[src/design/atcp_pkg.sv]
// ----------------------------------------------------------------------------
// Terminal cursor parser package
// Parser modes, result kinds, register indexes, byte codes and small helpers
// shared by the terminal cursor parser.
// ----------------------------------------------------------------------------
package atcp_pkg;

   typedef enum logic [1:0] {
      MODE_TEXT = 2'd0,
      MODE_ESC  = 2'd1,
      MODE_CSI  = 2'd2
   } parser_mode_type;

   // Result kinds carried on the result channel's tuser.
   localparam logic [1:0] KIND_WRITE = 2'd0;
   localparam logic [1:0] KIND_FILL  = 2'd1;
   localparam logic [1:0] KIND_CLEAR = 2'd2;

   // Configuration register indexes.
   localparam logic [2:0] REG_COLUMNS     = 3'd0;
   localparam logic [2:0] REG_SCREEN_ROWS = 3'd1;
   localparam logic [2:0] REG_START_COL   = 3'd2;
   localparam logic [2:0] REG_START_ROW   = 3'd3;
   localparam logic [2:0] REG_CLEAR_SUPP  = 3'd4;

   localparam logic [7:0] RESET_COLUMNS = 8'd80;
   localparam logic [7:0] RESET_ROWS    = 8'd24;

   // Byte codes.
   localparam logic [7:0] CH_BS     = 8'h08;
   localparam logic [7:0] CH_TAB    = 8'h09;
   localparam logic [7:0] CH_LF     = 8'h0A;
   localparam logic [7:0] CH_CR     = 8'h0D;
   localparam logic [7:0] CH_ESC    = 8'h1B;
   localparam logic [7:0] CH_SPACE  = 8'h20;
   localparam logic [7:0] CH_ZERO   = 8'h30;
   localparam logic [7:0] CH_SEVEN  = 8'h37;
   localparam logic [7:0] CH_EIGHT  = 8'h38;
   localparam logic [7:0] CH_NINE   = 8'h39;
   localparam logic [7:0] CH_SEMI   = 8'h3B;
   localparam logic [7:0] CH_PRIV_HI = 8'h3F;
   localparam logic [7:0] CH_FINAL_LO = 8'h40;
   localparam logic [7:0] CH_LBRACKET = 8'h5B;
   localparam logic [7:0] CH_FINAL_HI = 8'h7E;

   // CSI final bytes.
   localparam logic [7:0] CMD_UP      = 8'h41;  // A
   localparam logic [7:0] CMD_DOWN    = 8'h42;  // B
   localparam logic [7:0] CMD_FWD     = 8'h43;  // C
   localparam logic [7:0] CMD_BACK    = 8'h44;  // D
   localparam logic [7:0] CMD_NEXTLN  = 8'h45;  // E
   localparam logic [7:0] CMD_PREVLN  = 8'h46;  // F
   localparam logic [7:0] CMD_COLUMN  = 8'h47;  // G
   localparam logic [7:0] CMD_POS     = 8'h48;  // H
   localparam logic [7:0] CMD_ERASE_D = 8'h4A;  // J
   localparam logic [7:0] CMD_ERASE_L = 8'h4B;  // K
   localparam logic [7:0] CMD_POS_F   = 8'h66;  // f
   localparam logic [7:0] CMD_SAVE    = 8'h73;  // s
   localparam logic [7:0] CMD_RESTORE = 8'h75;  // u

   localparam logic [9:0] ARG_MAX = 10'd999;

   // Erase modes.
   localparam logic [9:0] ERASE_TO_END   = 10'd0;
   localparam logic [9:0] ERASE_TO_START = 10'd1;
   localparam logic [9:0] ERASE_ALL      = 10'd2;
   localparam logic [9:0] ERASE_SAVED    = 10'd3;

   // Clamp an 8-bit value below a nonzero limit.
   function automatic logic [7:0] clamp8(input logic [7:0] v, input logic [7:0] lim);
      clamp8 = (v >= lim) ? lim - 8'd1 : v;
   endfunction

   // Clamp an 11-bit value below a nonzero 8-bit limit.
   function automatic logic [7:0] clamp11(input logic [10:0] v, input logic [7:0] lim);
      clamp11 = (v >= {3'd0, lim}) ? lim - 8'd1 : v[7:0];
   endfunction

endpackage

[src/design/ansi_terminal_cursor_parser.sv]
// ----------------------------------------------------------------------------
// ANSI terminal cursor parser
// Parses a terminal byte stream (text, ESC and CSI sequences), tracks the
// cursor and a saved cursor, and reports cell writes, fill ranges and clears.
// ----------------------------------------------------------------------------
// Usage:
//   The req channel carries one item per terminal byte (tdata) with tuser
//   low, or a restart with tuser high. A restart puts the cursor at the
//   clamped start position and the parser back to text mode.
//   The rsp channel carries at most one result per item: a cell write, a
//   space fill over a row-major range, or a clear screen (kind in tuser).
//   The csr port writes the geometry and start registers one per cycle;
//   write them only while no item is in flight.
// Timing:
//   An accepted item is held in an input register and processed against
//   the parser and cursor registers once the result register is empty or
//   being drained; its result, if any, is registered and visible on rsp.
//   One item is taken per cycle as long as that condition holds.
//   When the receiver stalls, the result register holds and the input
//   register fills, after which req_tready drops until rsp is taken.
//   Reset clears the parser, cursor and saved cursor and loads the register
//   defaults (80 columns, 24 rows, start at the origin, clear enabled).
// ----------------------------------------------------------------------------
module ansi_terminal_cursor_parser #(
   parameter int MAX_ARGS = 4
) (
   input  logic        clock,
   input  logic        reset,
   input  logic        req_tvalid,
   output logic        req_tready,
   input  logic [7:0]  req_tdata,   // [7:0] in_byte
   input  logic        req_tuser,   // [0] req_type (1 = restart)
   output logic        rsp_tvalid,
   input  logic        rsp_tready,
   output logic [39:0] rsp_tdata,   // first_col, first_row, last_col, last_row, cell_char
   output logic [1:0]  rsp_tuser,   // [1:0] out_kind
   input  logic        csr_we,
   input  logic [2:0]  csr_index,
   input  logic [7:0]  csr_wdata
);
   import atcp_pkg::*;

   localparam int SLOT_W = (MAX_ARGS > 1) ? $clog2(MAX_ARGS) : 1;
   localparam logic [SLOT_W-1:0] LAST_SLOT = SLOT_W'(MAX_ARGS - 1);

   // Configuration registers.
   logic [7:0] columns_ff, rows_ff, start_col_ff, start_row_ff;
   logic       clear_supp_ff;

   // Input stage.
   logic       in_valid_ff, in_valid_in;
   logic       in_restart_ff;
   logic [7:0] in_byte_ff;

   // Parser and cursor state.
   parser_mode_type   mode_ff, mode_in;
   logic [9:0]        args_ff [MAX_ARGS];
   logic [9:0]        args_in [MAX_ARGS];
   logic              seen_ff [MAX_ARGS];
   logic              seen_in [MAX_ARGS];
   logic [SLOT_W-1:0] slot_ff, slot_in;
   logic [7:0]        col_ff, col_in, row_ff, row_in;
   logic [7:0]        saved_col_ff, saved_col_in, saved_row_ff, saved_row_in;
   logic              saved_valid_ff, saved_valid_in;

   // Result register.
   logic        rsp_valid_ff, rsp_valid_in;
   logic [1:0]  rsp_kind_ff;
   logic [39:0] rsp_data_ff;

   // Processing signals.
   logic        advance;
   logic [7:0]  cols, rows, cm1, rm1, b;
   logic [9:0]  n_arg, m_arg, mode_arg;
   logic [13:0] digit_prod;
   logic [10:0] col_plus, row_plus;
   logic [7:0]  col_minus, row_minus;
   logic [8:0]  tab_stop;
   logic        res_valid;
   logic [1:0]  res_kind;
   logic [7:0]  res_fc, res_fr, res_lc, res_lr, res_ch;
   logic        clear_args;

   assign advance    = in_valid_ff && (!rsp_valid_ff || rsp_tready);
   assign req_tready = !in_valid_ff || advance;
   assign in_valid_in = req_tvalid ? 1'b1 : (in_valid_ff && !advance);

   assign rsp_tvalid = rsp_valid_ff;
   assign rsp_tdata  = rsp_data_ff;
   assign rsp_tuser  = rsp_kind_ff;

   always_ff @(posedge clock) begin
      if (reset) begin
         columns_ff    <= RESET_COLUMNS;
         rows_ff       <= RESET_ROWS;
         start_col_ff  <= 8'd0;
         start_row_ff  <= 8'd0;
         clear_supp_ff <= 1'b1;
      end else if (csr_we) begin
         case (csr_index)
            REG_COLUMNS:     columns_ff    <= csr_wdata;
            REG_SCREEN_ROWS: rows_ff       <= csr_wdata;
            REG_START_COL:   start_col_ff  <= csr_wdata;
            REG_START_ROW:   start_row_ff  <= csr_wdata;
            REG_CLEAR_SUPP:  clear_supp_ff <= csr_wdata[0];
            default: ;
         endcase
      end
   end

   // Effective geometry: a zero register acts as one.
   assign cols = (columns_ff == 8'd0) ? 8'd1 : columns_ff;
   assign rows = (rows_ff == 8'd0) ? 8'd1 : rows_ff;
   assign cm1  = cols - 8'd1;
   assign rm1  = rows - 8'd1;
   assign b    = in_byte_ff;

   // Count argument (zero or missing means one) and second argument likewise.
   assign n_arg    = (seen_ff[0] && args_ff[0] != 10'd0) ? args_ff[0] : 10'd1;
   assign m_arg    = (seen_ff[1] && args_ff[1] != 10'd0) ? args_ff[1] : 10'd1;
   assign mode_arg = seen_ff[0] ? args_ff[0] : 10'd0;

   assign digit_prod = {4'd0, args_ff[slot_ff]} * 14'd10 + {10'd0, b[3:0]};
   assign col_plus   = {3'd0, col_ff} + {1'b0, n_arg};
   assign row_plus   = {3'd0, row_ff} + {1'b0, n_arg};
   assign col_minus  = (n_arg >= {2'd0, col_ff}) ? 8'd0 : col_ff - n_arg[7:0];
   assign row_minus  = (n_arg >= {2'd0, row_ff}) ? 8'd0 : row_ff - n_arg[7:0];
   assign tab_stop   = ({1'b0, col_ff} + 9'd4) & ~9'd3;

   always_comb begin
      mode_in        = mode_ff;
      slot_in        = slot_ff;
      col_in         = col_ff;
      row_in         = row_ff;
      saved_col_in   = saved_col_ff;
      saved_row_in   = saved_row_ff;
      saved_valid_in = saved_valid_ff;
      clear_args     = 1'b0;
      res_valid      = 1'b0;
      res_kind       = KIND_WRITE;
      res_fc         = 8'd0;
      res_fr         = 8'd0;
      res_lc         = 8'd0;
      res_lr         = 8'd0;
      res_ch         = 8'd0;
      for (int i = 0; i < MAX_ARGS; i++) begin
         args_in[i] = args_ff[i];
         seen_in[i] = seen_ff[i];
      end

      if (in_restart_ff) begin
         col_in     = clamp8(start_col_ff, cols);
         row_in     = clamp8(start_row_ff, rows);
         mode_in    = MODE_TEXT;
         clear_args = 1'b1;
      end else begin
         case (mode_ff)
            MODE_ESC: begin
               mode_in = MODE_TEXT;
               if (b == CH_LBRACKET) begin
                  clear_args = 1'b1;
                  mode_in    = MODE_CSI;
               end else if (b == CH_SEVEN) begin
                  saved_col_in   = col_ff;
                  saved_row_in   = row_ff;
                  saved_valid_in = 1'b1;
               end else if (b == CH_EIGHT && saved_valid_ff) begin
                  col_in = clamp8(saved_col_ff, cols);
                  row_in = clamp8(saved_row_ff, rows);
               end
            end
            MODE_CSI: begin
               if (b >= CH_ZERO && b <= CH_NINE) begin
                  args_in[slot_ff] = (digit_prod > 14'(ARG_MAX)) ? ARG_MAX : digit_prod[9:0];
                  seen_in[slot_ff] = 1'b1;
               end else if (b == CH_SEMI) begin
                  if (slot_ff != LAST_SLOT) begin
                     slot_in = slot_ff + SLOT_W'(1);
                  end
               end else if (b >= CH_FINAL_LO && b <= CH_FINAL_HI) begin
                  mode_in = MODE_TEXT;
                  case (b)
                     CMD_UP: begin
                        row_in = clamp8(row_minus, rows);
                        col_in = clamp8(col_ff, cols);
                     end
                     CMD_DOWN: begin
                        row_in = clamp11(row_plus, rows);
                        col_in = clamp8(col_ff, cols);
                     end
                     CMD_FWD: begin
                        col_in = clamp11(col_plus, cols);
                        row_in = clamp8(row_ff, rows);
                     end
                     CMD_BACK: begin
                        col_in = clamp8(col_minus, cols);
                        row_in = clamp8(row_ff, rows);
                     end
                     CMD_NEXTLN: begin
                        row_in = clamp11(row_plus, rows);
                        col_in = 8'd0;
                     end
                     CMD_PREVLN: begin
                        row_in = clamp8(row_minus, rows);
                        col_in = 8'd0;
                     end
                     CMD_COLUMN: begin
                        row_in = clamp8(row_ff, rows);
                        col_in = clamp11({1'b0, n_arg - 10'd1}, cols);
                     end
                     CMD_POS, CMD_POS_F: begin
                        row_in = clamp11({1'b0, n_arg - 10'd1}, rows);
                        col_in = clamp11({1'b0, m_arg - 10'd1}, cols);
                     end
                     CMD_ERASE_D: begin
                        if (mode_arg == ERASE_ALL || mode_arg == ERASE_SAVED) begin
                           res_valid = clear_supp_ff;
                           res_kind  = KIND_CLEAR;
                        end else if (mode_arg == ERASE_TO_END) begin
                           res_kind = KIND_FILL;
                           res_ch   = CH_SPACE;
                           res_lc   = cm1;
                           res_lr   = rm1;
                           if (row_ff < rows) begin
                              if (col_ff < cols) begin
                                 res_valid = 1'b1;
                                 res_fc    = col_ff;
                                 res_fr    = row_ff;
                              end else if (row_ff + 8'd1 < rows) begin
                                 // Cursor past the right edge: start on the next row.
                                 res_valid = 1'b1;
                                 res_fc    = 8'd0;
                                 res_fr    = row_ff + 8'd1;
                              end
                           end
                        end else if (mode_arg == ERASE_TO_START) begin
                           res_valid = 1'b1;
                           res_kind  = KIND_FILL;
                           res_ch    = CH_SPACE;
                           if (row_ff >= rows) begin
                              res_lc = cm1;
                              res_lr = rm1;
                           end else begin
                              res_lc = clamp8(col_ff, cols);
                              res_lr = row_ff;
                           end
                        end
                     end
                     CMD_ERASE_L: begin
                        res_kind = KIND_FILL;
                        res_ch   = CH_SPACE;
                        res_fr   = row_ff;
                        res_lr   = row_ff;
                        if (row_ff < rows) begin
                           if (mode_arg == ERASE_TO_END) begin
                              res_valid = (col_ff < cols);
                              res_fc    = col_ff;
                              res_lc    = cm1;
                           end else if (mode_arg == ERASE_TO_START) begin
                              res_valid = 1'b1;
                              res_lc    = clamp8(col_ff, cols);
                           end else if (mode_arg == ERASE_ALL) begin
                              res_valid = 1'b1;
                              res_lc    = cm1;
                           end
                        end
                     end
                     CMD_SAVE: begin
                        saved_col_in   = col_ff;
                        saved_row_in   = row_ff;
                        saved_valid_in = 1'b1;
                     end
                     CMD_RESTORE: begin
                        if (saved_valid_ff) begin
                           col_in = clamp8(saved_col_ff, cols);
                           row_in = clamp8(saved_row_ff, rows);
                        end
                     end
                     default: ;
                  endcase
               end else if (b < CH_SPACE || b > CH_PRIV_HI) begin
                  // Any byte outside the CSI alphabet aborts the sequence.
                  mode_in = MODE_TEXT;
               end
            end
            default: begin
               case (b)
                  CH_ESC: mode_in = MODE_ESC;
                  CH_CR:  col_in  = 8'd0;
                  CH_LF: begin
                     col_in = 8'd0;
                     if ({1'b0, row_ff} + 9'd1 < {1'b0, rows}) begin
                        row_in = row_ff + 8'd1;
                     end
                  end
                  CH_BS: begin
                     if (col_ff != 8'd0) begin
                        col_in = col_ff - 8'd1;
                     end
                  end
                  CH_TAB: begin
                     // The next stop saturates at the last column.
                     col_in = (tab_stop >= {1'b0, cols}) ? cm1 : tab_stop[7:0];
                  end
                  default: begin
                     res_valid = 1'b1;
                     res_kind  = KIND_WRITE;
                     res_fc    = col_ff;
                     res_fr    = row_ff;
                     res_lc    = col_ff;
                     res_lr    = row_ff;
                     res_ch    = b;
                     if ({1'b0, col_ff} + 9'd1 < {1'b0, cols}) begin
                        col_in = col_ff + 8'd1;
                     end else begin
                        col_in = 8'd0;
                        if ({1'b0, row_ff} + 9'd1 < {1'b0, rows}) begin
                           row_in = row_ff + 8'd1;
                        end
                     end
                  end
               endcase
            end
         endcase
      end

      if (clear_args) begin
         slot_in = '0;
         for (int i = 0; i < MAX_ARGS; i++) begin
            args_in[i] = 10'd0;
            seen_in[i] = 1'b0;
         end
      end
   end

   always_comb begin
      if (advance) begin
         rsp_valid_in = res_valid;
      end else if (rsp_tready) begin
         rsp_valid_in = 1'b0;
      end else begin
         rsp_valid_in = rsp_valid_ff;
      end
   end

   always_ff @(posedge clock) begin
      if (reset) begin
         in_valid_ff    <= 1'b0;
         rsp_valid_ff   <= 1'b0;
         mode_ff        <= MODE_TEXT;
         slot_ff        <= '0;
         col_ff         <= 8'd0;
         row_ff         <= 8'd0;
         saved_col_ff   <= 8'd0;
         saved_row_ff   <= 8'd0;
         saved_valid_ff <= 1'b0;
         for (int i = 0; i < MAX_ARGS; i++) begin
            args_ff[i] <= 10'd0;
            seen_ff[i] <= 1'b0;
         end
      end else begin
         in_valid_ff  <= in_valid_in;
         rsp_valid_ff <= rsp_valid_in;
         if (advance) begin
            mode_ff        <= mode_in;
            slot_ff        <= slot_in;
            col_ff         <= col_in;
            row_ff         <= row_in;
            saved_col_ff   <= saved_col_in;
            saved_row_ff   <= saved_row_in;
            saved_valid_ff <= saved_valid_in;
            for (int i = 0; i < MAX_ARGS; i++) begin
               args_ff[i] <= args_in[i];
               seen_ff[i] <= seen_in[i];
            end
         end
      end
   end

   // Payload registers.
   always_ff @(posedge clock) begin
      if (req_tvalid && req_tready) begin
         in_restart_ff <= req_tuser;
         in_byte_ff    <= req_tdata;
      end
      if (advance && res_valid) begin
         rsp_kind_ff <= res_kind;
         rsp_data_ff <= {res_ch, res_lr, res_lc, res_fr, res_fc};
      end
   end

`ifndef ASSERT_OFF
   a_clear_zero: assert property (@(posedge clock) disable iff (reset)
      (rsp_valid_ff && rsp_kind_ff == KIND_CLEAR) |-> (rsp_data_ff == 40'd0))
      else $error("clear screen result carries nonzero fields");

   a_write_single: assert property (@(posedge clock) disable iff (reset)
      (rsp_valid_ff && rsp_kind_ff == KIND_WRITE) |->
      (rsp_data_ff[7:0] == rsp_data_ff[23:16] && rsp_data_ff[15:8] == rsp_data_ff[31:24]))
      else $error("cell write range covers more than one cell");

   a_fill_order: assert property (@(posedge clock) disable iff (reset)
      (rsp_valid_ff && rsp_kind_ff == KIND_FILL) |->
      (rsp_data_ff[15:8] <= rsp_data_ff[31:24] && rsp_data_ff[39:32] == CH_SPACE))
      else $error("fill range out of row order or not filled with spaces");

   a_kind_legal: assert property (@(posedge clock) disable iff (reset)
      rsp_valid_ff |-> (rsp_kind_ff != 2'd3))
      else $error("result kind out of range");

   a_slot_range: assert property (@(posedge clock) disable iff (reset)
      {1'b0, slot_ff} <= {1'b0, LAST_SLOT})
      else $error("argument slot beyond last slot");
`endif

endmodule
[config.mk]
export PLATFORM = sky130hd
export DESIGN_NAME = ansi_terminal_cursor_parser
export DESIGN_NICKNAME = d
export VERILOG_FILES = /design/src/design/atcp_pkg.sv /design/src/design/ansi_terminal_cursor_parser.sv
export SDC_FILE = /design/constraint.sdc
export NUM_CORES = 1
export LEC_CHECK = 0
export BUFFER_PORTS_ARGS = -buffer_cell sky130_fd_sc_hd__buf_2
export CAP_MARGIN = 20
export CORE_UTILIZATION = 40
export DETAILED_ROUTE_END_ITERATION = 8
export GPL_TIMING_DRIVEN = 0
export HOLD_SLACK_MARGIN = 0.06
export SYNTH_ARGS = -nofsm -noshare
export SYNTH_HDL_FRONTEND = slang
export SYNTH_SLANG_ARGS = --single-unit
[constraint.sdc]
create_clock -name clock -period 7.13 [get_ports clock]
set_clock_uncertainty 0.05 [all_clocks]
set_input_delay 1.0695 -clock clock [delete_from_list [all_inputs] [get_ports clock]]
set_output_delay 1.0695 -clock clock [all_outputs]
set_load 0.03 [all_outputs]
Word-level counts from Yosys, hierarchy flattened
Memory sizes are Yosys's and may differ from the RTL's. A register that Yosys moved wholly into a read port is not among the register bits.
Index checks and enable logic that the tools add are counted.
- logic and storage cells: 375
- RAM bits: 44
- memories kept: 2
- output and inout port bits: 44
- flip-flop bits (word level): 123
- memories (memory ; depth ; bits a word ; rd ports ; clocked after memory_dff ; write ports ; RTL line ; RTL):
    args_ff ; 4 ; 10 ; 5 ; 1 ; 4 ; ansi_terminal_cursor_parser.sv:57 ; logic [9:0] args_ff [MAX_ARGS];
    seen_ff ; 4 ; 1 ; 4 ; 0 ; 4 ; ansi_terminal_cursor_parser.sv:59 ; logic seen_ff [MAX_ARGS];
- eq/ne operators: 54
- $mul: 1
- bitwise logic cells: 13
- order comparisons: 30
- reductions and logical operators: 50
- mux-type cells: 191
- add/subtract/negate cells: 16
- operators with widths (kind ; number):
    2-to-1 mux 8 bit ; 87
    one-hot mux 8 bit (2 select lines) ; 14
    2-to-1 mux 40 bit ; 4
    equality test 8 x 7 -> 1 bit, second input constant ; 14
    2-to-1 mux 10 bit ; 9
    >= comparator 8 bit ; 8
    one-hot mux 8 bit (7 select lines) ; 1
    >= comparator 10 x 8 -> 1 bit ; 5
    bitwise mux 40 bit ; 1
    one-hot mux 8 bit (5 select lines) ; 1
    2-to-1 mux 1 bit ; 39
    2-to-1 mux 6 bit ; 6
    equality test 8 x 4 -> 1 bit, second input constant ; 4
    2-to-1 mux 2 bit ; 16
    one-hot mux 8 bit (4 select lines) ; 1
    equality test 8 x 6 -> 1 bit, second input constant ; 3
    less-than comparator 8 bit ; 3
    subtractor 8 x 1 -> 8 bit, second input constant ; 3
    adder 8 x 10 -> 11 bit ; 2
    >= comparator 11 x 8 -> 1 bit ; 2
    AND reduction 11 bit ; 2
    demux 10 bit (select 2 bit) ; 1
    equality test 10 x 2 -> 1 bit, second input constant ; 2
    nonzero test 10 bit ; 2
    62 further kinds ; 125

Depth between registers and ports, before layout
Gate-level depths: netlist (run 1).
- depth in word-level cells: 15
- gate-level depth with buffers: 22

Worst setup path before layout (run 1)
OpenSTA, ideal clock, no wires.
- kind: register -> register
- from: reg columns_ff[2]
- to: reg rsp_data_ff[0], in the netlist rsp_tdata[0] (enable)
- arrival: 4.593 ns
- library setup time: 0.441 ns
- buffers on the path: 1
- stages on the path, launching flop included: 14
- period minus slack after synthesis: 5.084 ns
- data required time: 6.639 ns
- path slack: 2.046 ns
- path through: dfxtp_1 buf_2 or4_4 nor3_2 a21o_1 ha_1 nor2b_1 o311ai_0 a21oi_1 o22ai_1 a22oi_1 o211ai_1 nand2_1 nor2_1
- word-level cells in the longest chain between the ends: 14
- elaborated cells on any way between the ends: 16
- those cells by class: 1 x order compare; 13 x mux; 2 x reduce/logical
- ends and longest elaborated chain (item ; RTL line ; RTL):
    from (decl) ; ansi_terminal_cursor_parser.sv:47 ; logic [7:0] columns_ff, rows_ff, start_col_ff, start_row_ff;
    from (signal assigned) ; ansi_terminal_cursor_parser.sv:101 ; REG_COLUMNS: columns_ff <= csr_wdata;
    logical NOT 8 bit ; ansi_terminal_cursor_parser.sv:112 ; assign cols = (columns_ff == 8'd0) ? 8'd1 : columns_ff;
    2-to-1 mux 8 bit * ; ansi_terminal_cursor_parser.sv:112 ;
    less-than comparator 8 bit * ; ansi_terminal_cursor_parser.sv:225, ansi_terminal_cursor_parser.sv:256 ;
    2-to-1 mux 1 bit ; ansi_terminal_cursor_parser.sv:225 ; if (col_ff < cols) begin
    2-to-1 mux 1 bit ; ansi_terminal_cursor_parser.sv:224 ; if (row_ff < rows) begin
    2-to-1 mux 1 bit ; ansi_terminal_cursor_parser.sv:219 ; end else if (mode_arg == ERASE_TO_END) begin
    2-to-1 mux 1 bit ; ansi_terminal_cursor_parser.sv:216 ; if (mode_arg == ERASE_ALL || mode_arg == ERASE_SAVED) begin
    one-hot mux 1 bit (2 select lines) * ; ansi_terminal_cursor_parser.sv:182 ; case (b)
    2-to-1 mux 1 bit * ; ansi_terminal_cursor_parser.sv:180 ; end else if (b >= CH_FINAL_LO && b <= CH_FINAL_HI) begin
    2-to-1 mux 1 bit * ; ansi_terminal_cursor_parser.sv:176 ; end else if (b == CH_SEMI) begin
    2-to-1 mux 1 bit * ; ansi_terminal_cursor_parser.sv:173 ; if (b >= CH_ZERO && b <= CH_NINE) begin
    one-hot mux 1 bit (2 select lines) * ; ansi_terminal_cursor_parser.sv:157 ; case (mode_ff)
    2-to-1 mux 1 bit * ; ansi_terminal_cursor_parser.sv:151 ; if (in_restart_ff) begin
    logical AND 1 bit * ; ansi_terminal_cursor_parser.sv:386 ; if (advance && res_valid) begin
    to (signal assigned) ; ansi_terminal_cursor_parser.sv:388 ; rsp_data_ff <= {res_ch, res_lr, res_lc, res_fr, res_fc};
    to (decl) ; ansi_terminal_cursor_parser.sv:69 ; logic [39:0] rsp_data_ff;
Every way passes the cells marked *; elsewhere a longest branch is shown, timed or not.
A chain may end at the register's enable or synchronous reset.

==> results by group, run 1 <==
Synth
  – Post-synth EDFFs: 93
  – Synth top area share: 16.26%
  – Post-Synthesis Cells: 2058
  – Synth area leader: edfxtp_1
  – Yosys cell types: 105
  – Ys flop type: edfxtp_1
  – Most common cell in the synthesized netlist: ha_1
  – Post-Syn Area: 0.01717 mm2
  – Syn avg cell area: 8.345 um2
  – Top cells by area, synth: edfxtp_1 (16%), ha_1 (16%), dfxtp_1 (8.6%)
  – Post-synth ARST share: 0%
  – Yosys warnings: 0
  – Seq cells post-synth: 167
  – Sequential share of the synthesized area: 24.89%
  – Syn Nets: 2303
  – Post-synth top cells: ha_1 (214), a21oi_1 (168), nand2_1 (168)

Global routing
  – GRT overflow: 0
  – Tot GR Track Use: 33.28%
  – Initial antenna violation count: 1
  – Largest net degree at the start of global routing: 41
  – Vias in the first global route: 16410
  – Global-route wire length before repair: 107300 um

Power and ir drop
  – Peak supply drop: 0.0001258 V
  – Power Density: 161.8 mW/mm2
  – Static Leak: 0.007324 uW

Placed design
  – HPWL after detailed placement: 57660 um
  – Routability cong.: 1.030
  – Port buffer count: just under 70
  – Area after DPL: 0.01830 mm2
  – Post-Place Setup Slack: 0.4812 ns

Floorplan
  – Num ports: 69
  – Initial Util: 40.76%
  – Die width: 209.2 um
  – Cell Rows: between 70 and 80
  – Die area: 0.04377 mm2
  – Die Span Y: 209.2 um
  – Core area: 0.04213 mm2

Clock network
  – Root Buffer: clkbuf_16
  – H-tree depth: 4
  – CTS buffer count: 17
  – Setup repair bufs after CTS: 0
  – Max Buffers Root-to-Sink: 2
  – CTS resizes: 0
  – Clock Sinks: 167
  – CTS tree: built
  – Worst skew pair latency: 0.49 ns
  – Clk slew on worst S/H paths: around 0.080 ns
  – Hold buffer count at cts: 0

Worst setup path
  – R2R Setup Slk: approximately 0.33 ns
  – CP Max Fanout: 10
  – Setup CP Type: register to register
  – Req. time, crit path: about 7.4 ns
  – CP Launch Type: register
  – Crit path arrival time: 7.03 ns
  – Critical Path Sink Type: register

Timing
  – Rel. slew slack: 17.78%
  – Fin crit share: 95.40%
  – RSZ-0062 raised after global routing: false
  – Highest Clock Rate: 147.0 MHz
  – Final TNS setup: 0 ns
  – Worst setup margin: 0.3279 ns
  – Slew Limit Fails: 0
  – Fin Hold WS: between 0.4 and 0.5 ns
  – Min Tclk post-route: 6.802 ns
  – Final-report setup violation count: 0
  – Worst slew pin tran: 1.225 ns
  – Final hold violation count: 0

Worst hold path
  – Hold Crit Class: register to register

Drt
  – DR pass1 iterations: 6
  – Vias per cell: 6.494
  – Wire per inst: 27.11 um
  – Initial DRC count: 2081
  – Routed via count: roughly 18000
  – Remaining DRCs: 0
  – Antenna-violating nets left: 0
  – Final WL: around 73000 um

Status
  – Outcome: complete, no violations

Run
  – Max-cap viol count: 0

Final layout
  – Fin nets: 2399
  – Final instance area: 0.01890 mm2
  – # diodes: 0
  – Layout area overhead: 10.05%
  – Layout cells sized above 1: 9.968%
[state kept, by name, summed over array words and instances, names as in the netlist, 8 cells and up, named ones only]
register,count
b,8
start_col_ff,8
rsp_tdata,40
saved_row_ff,8
row_ff,8
args_ff,40
columns_ff,8
rows_ff,8
col_ff,8
saved_col_ff,8
start_row_ff,8
[final timing paths]
check                                  endpoint  cells past startpoint             from
worst max-delay path                  col_ff[3]                     19       seen_ff[0]
worst min-delay path            start_row_ff[0]                      2  start_row_ff[0]
worst max register to register        col_ff[3]                     19       seen_ff[0]
worst min register to register  start_row_ff[0]                      2  start_row_ff[0]
[cell type report]
class	instances	area, um2
fillers	4222	23230
clock inverters	13	158.9
inverters	99	371.6
repair buffers	77	434.2
clock buffers	19	432.9
multi-input cells	1690	12130
plain buffers	102	422.9
well taps	539	674.4
flip-flops and latches	167	4274
[kinds of logic (layout without fill, tap and decap cells)]
logic type               count (synthesis)  after routing  share of synthesized area [%]
AND/OR/NAND/NOR                        695            695                          21.09
AO/OA/AOI/OAI                          626            626                          24.03
adder cells (fa/ha/maj)                220            220                          16.29
buffers and inverters                  201            310                          4.626
flip-flops                             167            167                          24.89
multiplexers                            87             87                          5.872
XOR/XNOR                                62             62                          3.206
[through the flow]
stage | power [uW] | util (%) | std cells
after floorplan | 1751 | - | 2058
after global placement | 2034 | 43.17 | 2665
after detailed placement | 2050 | 43.42 | 2673
after CTS | 3038 | 44.83 | 2705
after global routing | 3187 | 44.86 | 2706
final | 3059 | 44.86 | 2706
[metal layers]
| layer | wire length, um | vias to the layer above | global-route usage [%] |
|---|---|---|---|
| li1 | - | 7915 | - |
| met1 | 31190 | 8468 | 45.07 |
| met2 | 31450 | 1000 | 50.18 |
| met3 | 6472 | 189 | 5.365 |
| met4 | 4222 | 2 | 18.79 |
| met5 | 13 | - | 0 |
[power by group]
group	total, uW	leakage (uW)	switching [uW]	internal (uW)
registers	1100	0.00152	44.0	1050
logic	974	0.00552	641	333
clock network	989	0.000284	462	528
total	3060	0.00732	1150	1910
[worst max-delay path, cell delays in order (launching register included)]
cell and delay, ns:
edfxtp_1 0.32, clkbuf_1 0.50, clkbuf_1 0.36, clkbuf_1 0.41, nand2_1 0.34, ha_1 0.36
clkbuf_1 0.21, and4_1 0.24, a221oi_1 0.30, o21ai_1 0.28, nor4b_1 0.68, ha_1 0.37
a211o_1 0.29, o31a_1 0.32, and2_1 0.16, clkbuf_1 0.18, mux2i_1 0.18, o21ai_0 0.11
nor4_1 0.59, o211ai_1 0.35
[layout by cell type, fill, tap and decap left out, types with 44 or more instances in the layout]
master	Yosys	routed
ha_1	214	214
a21oi_1	168	168
nand2_1	168	167
nor2_1	140	139
o21ai_0	138	138
inv_1	98	98
edfxtp_1	93	93
buf_2	17	86
clkbuf_1	76	78
dfxtp_1	74	74
nor3_1	69	68
mux2i_1	67	67
nand3_1	58	58
xnor2_1	47	47
nand2b_1	44	44
Note: power is estimated with default switching activity, not from simulation.
==> run 2, diff against run 1 <==
--- a/config.mk
+++ b/config.mk
@@ -11,6 +11,7 @@
 export DETAILED_ROUTE_END_ITERATION = 8
 export GPL_TIMING_DRIVEN = 0
 export HOLD_SLACK_MARGIN = 0.06
+export MAX_ROUTING_LAYER = met4
 export SYNTH_ARGS = -nofsm -noshare
 export SYNTH_HDL_FRONTEND = slang
 export SYNTH_SLANG_ARGS = --single-unit
==> run 2 against run 1 <==
Global-route usage grew 2.4 points. Hold slack lost 0.013 ns. First-iteration DRC count increased by 0.53%. Largest cell class unchanged. Largest power group unchanged.
==> results by group, run 2 (synthesis results as in run 1) <==
Floorplan
  – Die Span Y: 209.2 um
  – Cell Rows: 75
  – Num ports: 69
  – Initial Util: 40.76%
  – Die area: 0.04377 mm2
  – Core area: 0.04213 mm2
  – Die width: 209.2 um

Global routing
  – Tot GR Track Use: around 36%
  – GRT overflow: 0
  – Global-route wire length before repair: 110000 um
  – Vias in the first global route: roughly 16000
  – Initial antenna violation count: 1
  – Largest net degree at the start of global routing: 28

Drt
  – Remaining DRCs: 0
  – Routed via count: between 15000 and 20000
  – DR pass1 iterations: 6
  – Final WL: around 76000 um
  – Vias per cell: between 6 and 7
  – Wire per inst: 28.05 um
  – Antenna-violating nets left: 0
  – Initial DRC count: 2092

Timing
  – Fin crit share: a little over nine tenths
  – Final-report setup violation count: 0
  – Slew Limit Fails: 0
  – Final hold violation count: 0
  – Highest Clock Rate: 145.5 MHz
  – Rel. slew slack: 16.09%
  – RSZ-0062 raised after global routing: false
  – Worst setup margin: 0.2571 ns
  – Worst slew pin tran: 1.249 ns
  – Min Tclk post-route: 6.873 ns

Final layout
  – FF+latch area: 0.004274 mm2
  – Fill count: 4158
  – Layout cells sized above 1: 9.959%
  – Layout area overhead: 9.996%
  – Most frequent cells in the layout: ha_1 (214), a21oi_1 (168), nand2_1 (167)
  – Final instance area: ~0.019 mm2
  – Most common cell after layout, fill and taps aside: ha_1
  – Final core occ: 44.83%
  – Multi-input gate area: 0.01213 mm2
  – Fin nets: 2401

Placed design
  – Port buffer count: 68
  – Post-Place Setup Slack: 0.4826 ns
  – Routability cong.: 1.038
  – Area after DPL: 0.01831 mm2
  – HPWL after detailed placement: 60120 um

Clock network
  – H-tree depth: 4
  – CTS buffer count: 17
  – Clock Sinks: 167
  – Max Buffers Root-to-Sink: 2
  – Worst skew pair latency: 0.50 ns
  – Clk slew on worst S/H paths: 0.07 ns
  – Setup repair bufs after CTS: 0
  – CTS tree: built
  – Root Buffer: clkbuf_16

Worst setup path
  – Worst r2r src: seen_ff[0]
  – CP Max Fanout: 10
  – FF-to-FF path depth: 19
  – R2R Setup Slk: 0.26 ns
  – Critical Path Sink Type: register
  – FF-to-FF End: col_ff[3]
  – Setup CP Type: register to register
  – Req. time, crit path: 7.36 ns
  – Crit path arrival time: 7.11 ns
  – CP Launch Type: register

Power and ir drop
  – Total power: 3035 uW
  – Static Leak: 0.007331 uW
  – Power Density: approximately 160 mW/mm2
  – Peak supply drop: 0.0001242 V

Worst hold path
  – Hold Crit Class: register to register
  – Hold EP: start_row_ff[0]
  – Hold-critical path depth: 2
  – Hold path startpoint: start_row_ff[0]

Status
  – Outcome: complete, no violations

Run
  – Max-cap viol count: 0
==> run 2: report_power, final <==
| part | internal (uW) | leakage [uW] | total (uW) | switching, uW |
|---|---|---|---|---|
| Clock | 506 | 0.000287 | 954 | 447 |
| Sequential | 1050 | 0.00152 | 1100 | 45.1 |
| Combinational | 333 | 0.00553 | 984 | 651 |
==> run 2: per-layer routing <==
layer,up-vias,GRT usage (%),part of all wire [%]
met5,-,-,0
met1,8464,46.91,43
met2,954,52.31,43
met3,175,6.552,8.3
li1,7904,-,-
met4,0,17.52,5.3
==> run 2: worst max-delay path, stage by stage (launching register included) <==
cell and delay, ns:
edfxtp_1 0.33, clkbuf_1 0.46, clkbuf_1 0.37, clkbuf_1 0.43
nand2_1 0.36, inv_1 0.44, ha_1 0.28, nor2b_1 0.09
or2_2 0.29, or4b_2 0.66, and3_1 0.17, ha_1 0.30
a211oi_1 0.26, and3_1 0.18, o31ai_1 0.08, a311oi_2 0.46
buf_2 0.33, o21ai_0 0.13, nor4_1 0.65, o211ai_1 0.36
==> run 2: worst max-delay path by stage <==
| stage | from | to | slack, ns | cells after the start |
|---|---|---|---|---|
| final | seen_ff[0] | col_ff[3] | 0.26 | 19 |
| after global routing | seen_ff[0] | col_ff[3] | 0.01 | 20 |
| after CTS | seen_ff[0] | col_ff[3] | 0.45 | 19 |
| after detailed placement | seen_ff[0] | col_ff[3] | 0.48 | 19 |
| after global placement | row_ff[1] | rsp_tdata[16] | -0.81 | 12 |
| after floorplan | columns_ff[2] | rsp_tdata[0] | 2.05 | 13 |
==> run 2: stage by stage <==
stage	instances	TNS (ns)	hold WS, ns
3_3_place_gp	2665	-33.67	0.3979
3_5_place_dp	2676	0	0.4017
6_report	2709	0	0.4077
4_1_cts	2708	0	0.4115
2_1_floorplan	2058	0	0.3863
5_1_grt	2708	0	0.4255
==> run 2: repair_timing <==
item                       4_1_cts  5_1_grt
resized for setup                0        1
hold buffers                     0        0
setup endpoints to repair        0        1
==> run 2: layout make-up <==
class / instances / area share, %
inverters: 99 / 1.967
plain buffers: 102 / 2.239
multi-input cells: 1690 / 64.21
well taps: 539 / 3.570
clock inverters: 12 / 0.6160
repair buffers: 79 / 2.331
diodes: 1 / 0.01325
flip-flops and latches: 167 / 22.63
clock buffers: 20 / 2.424
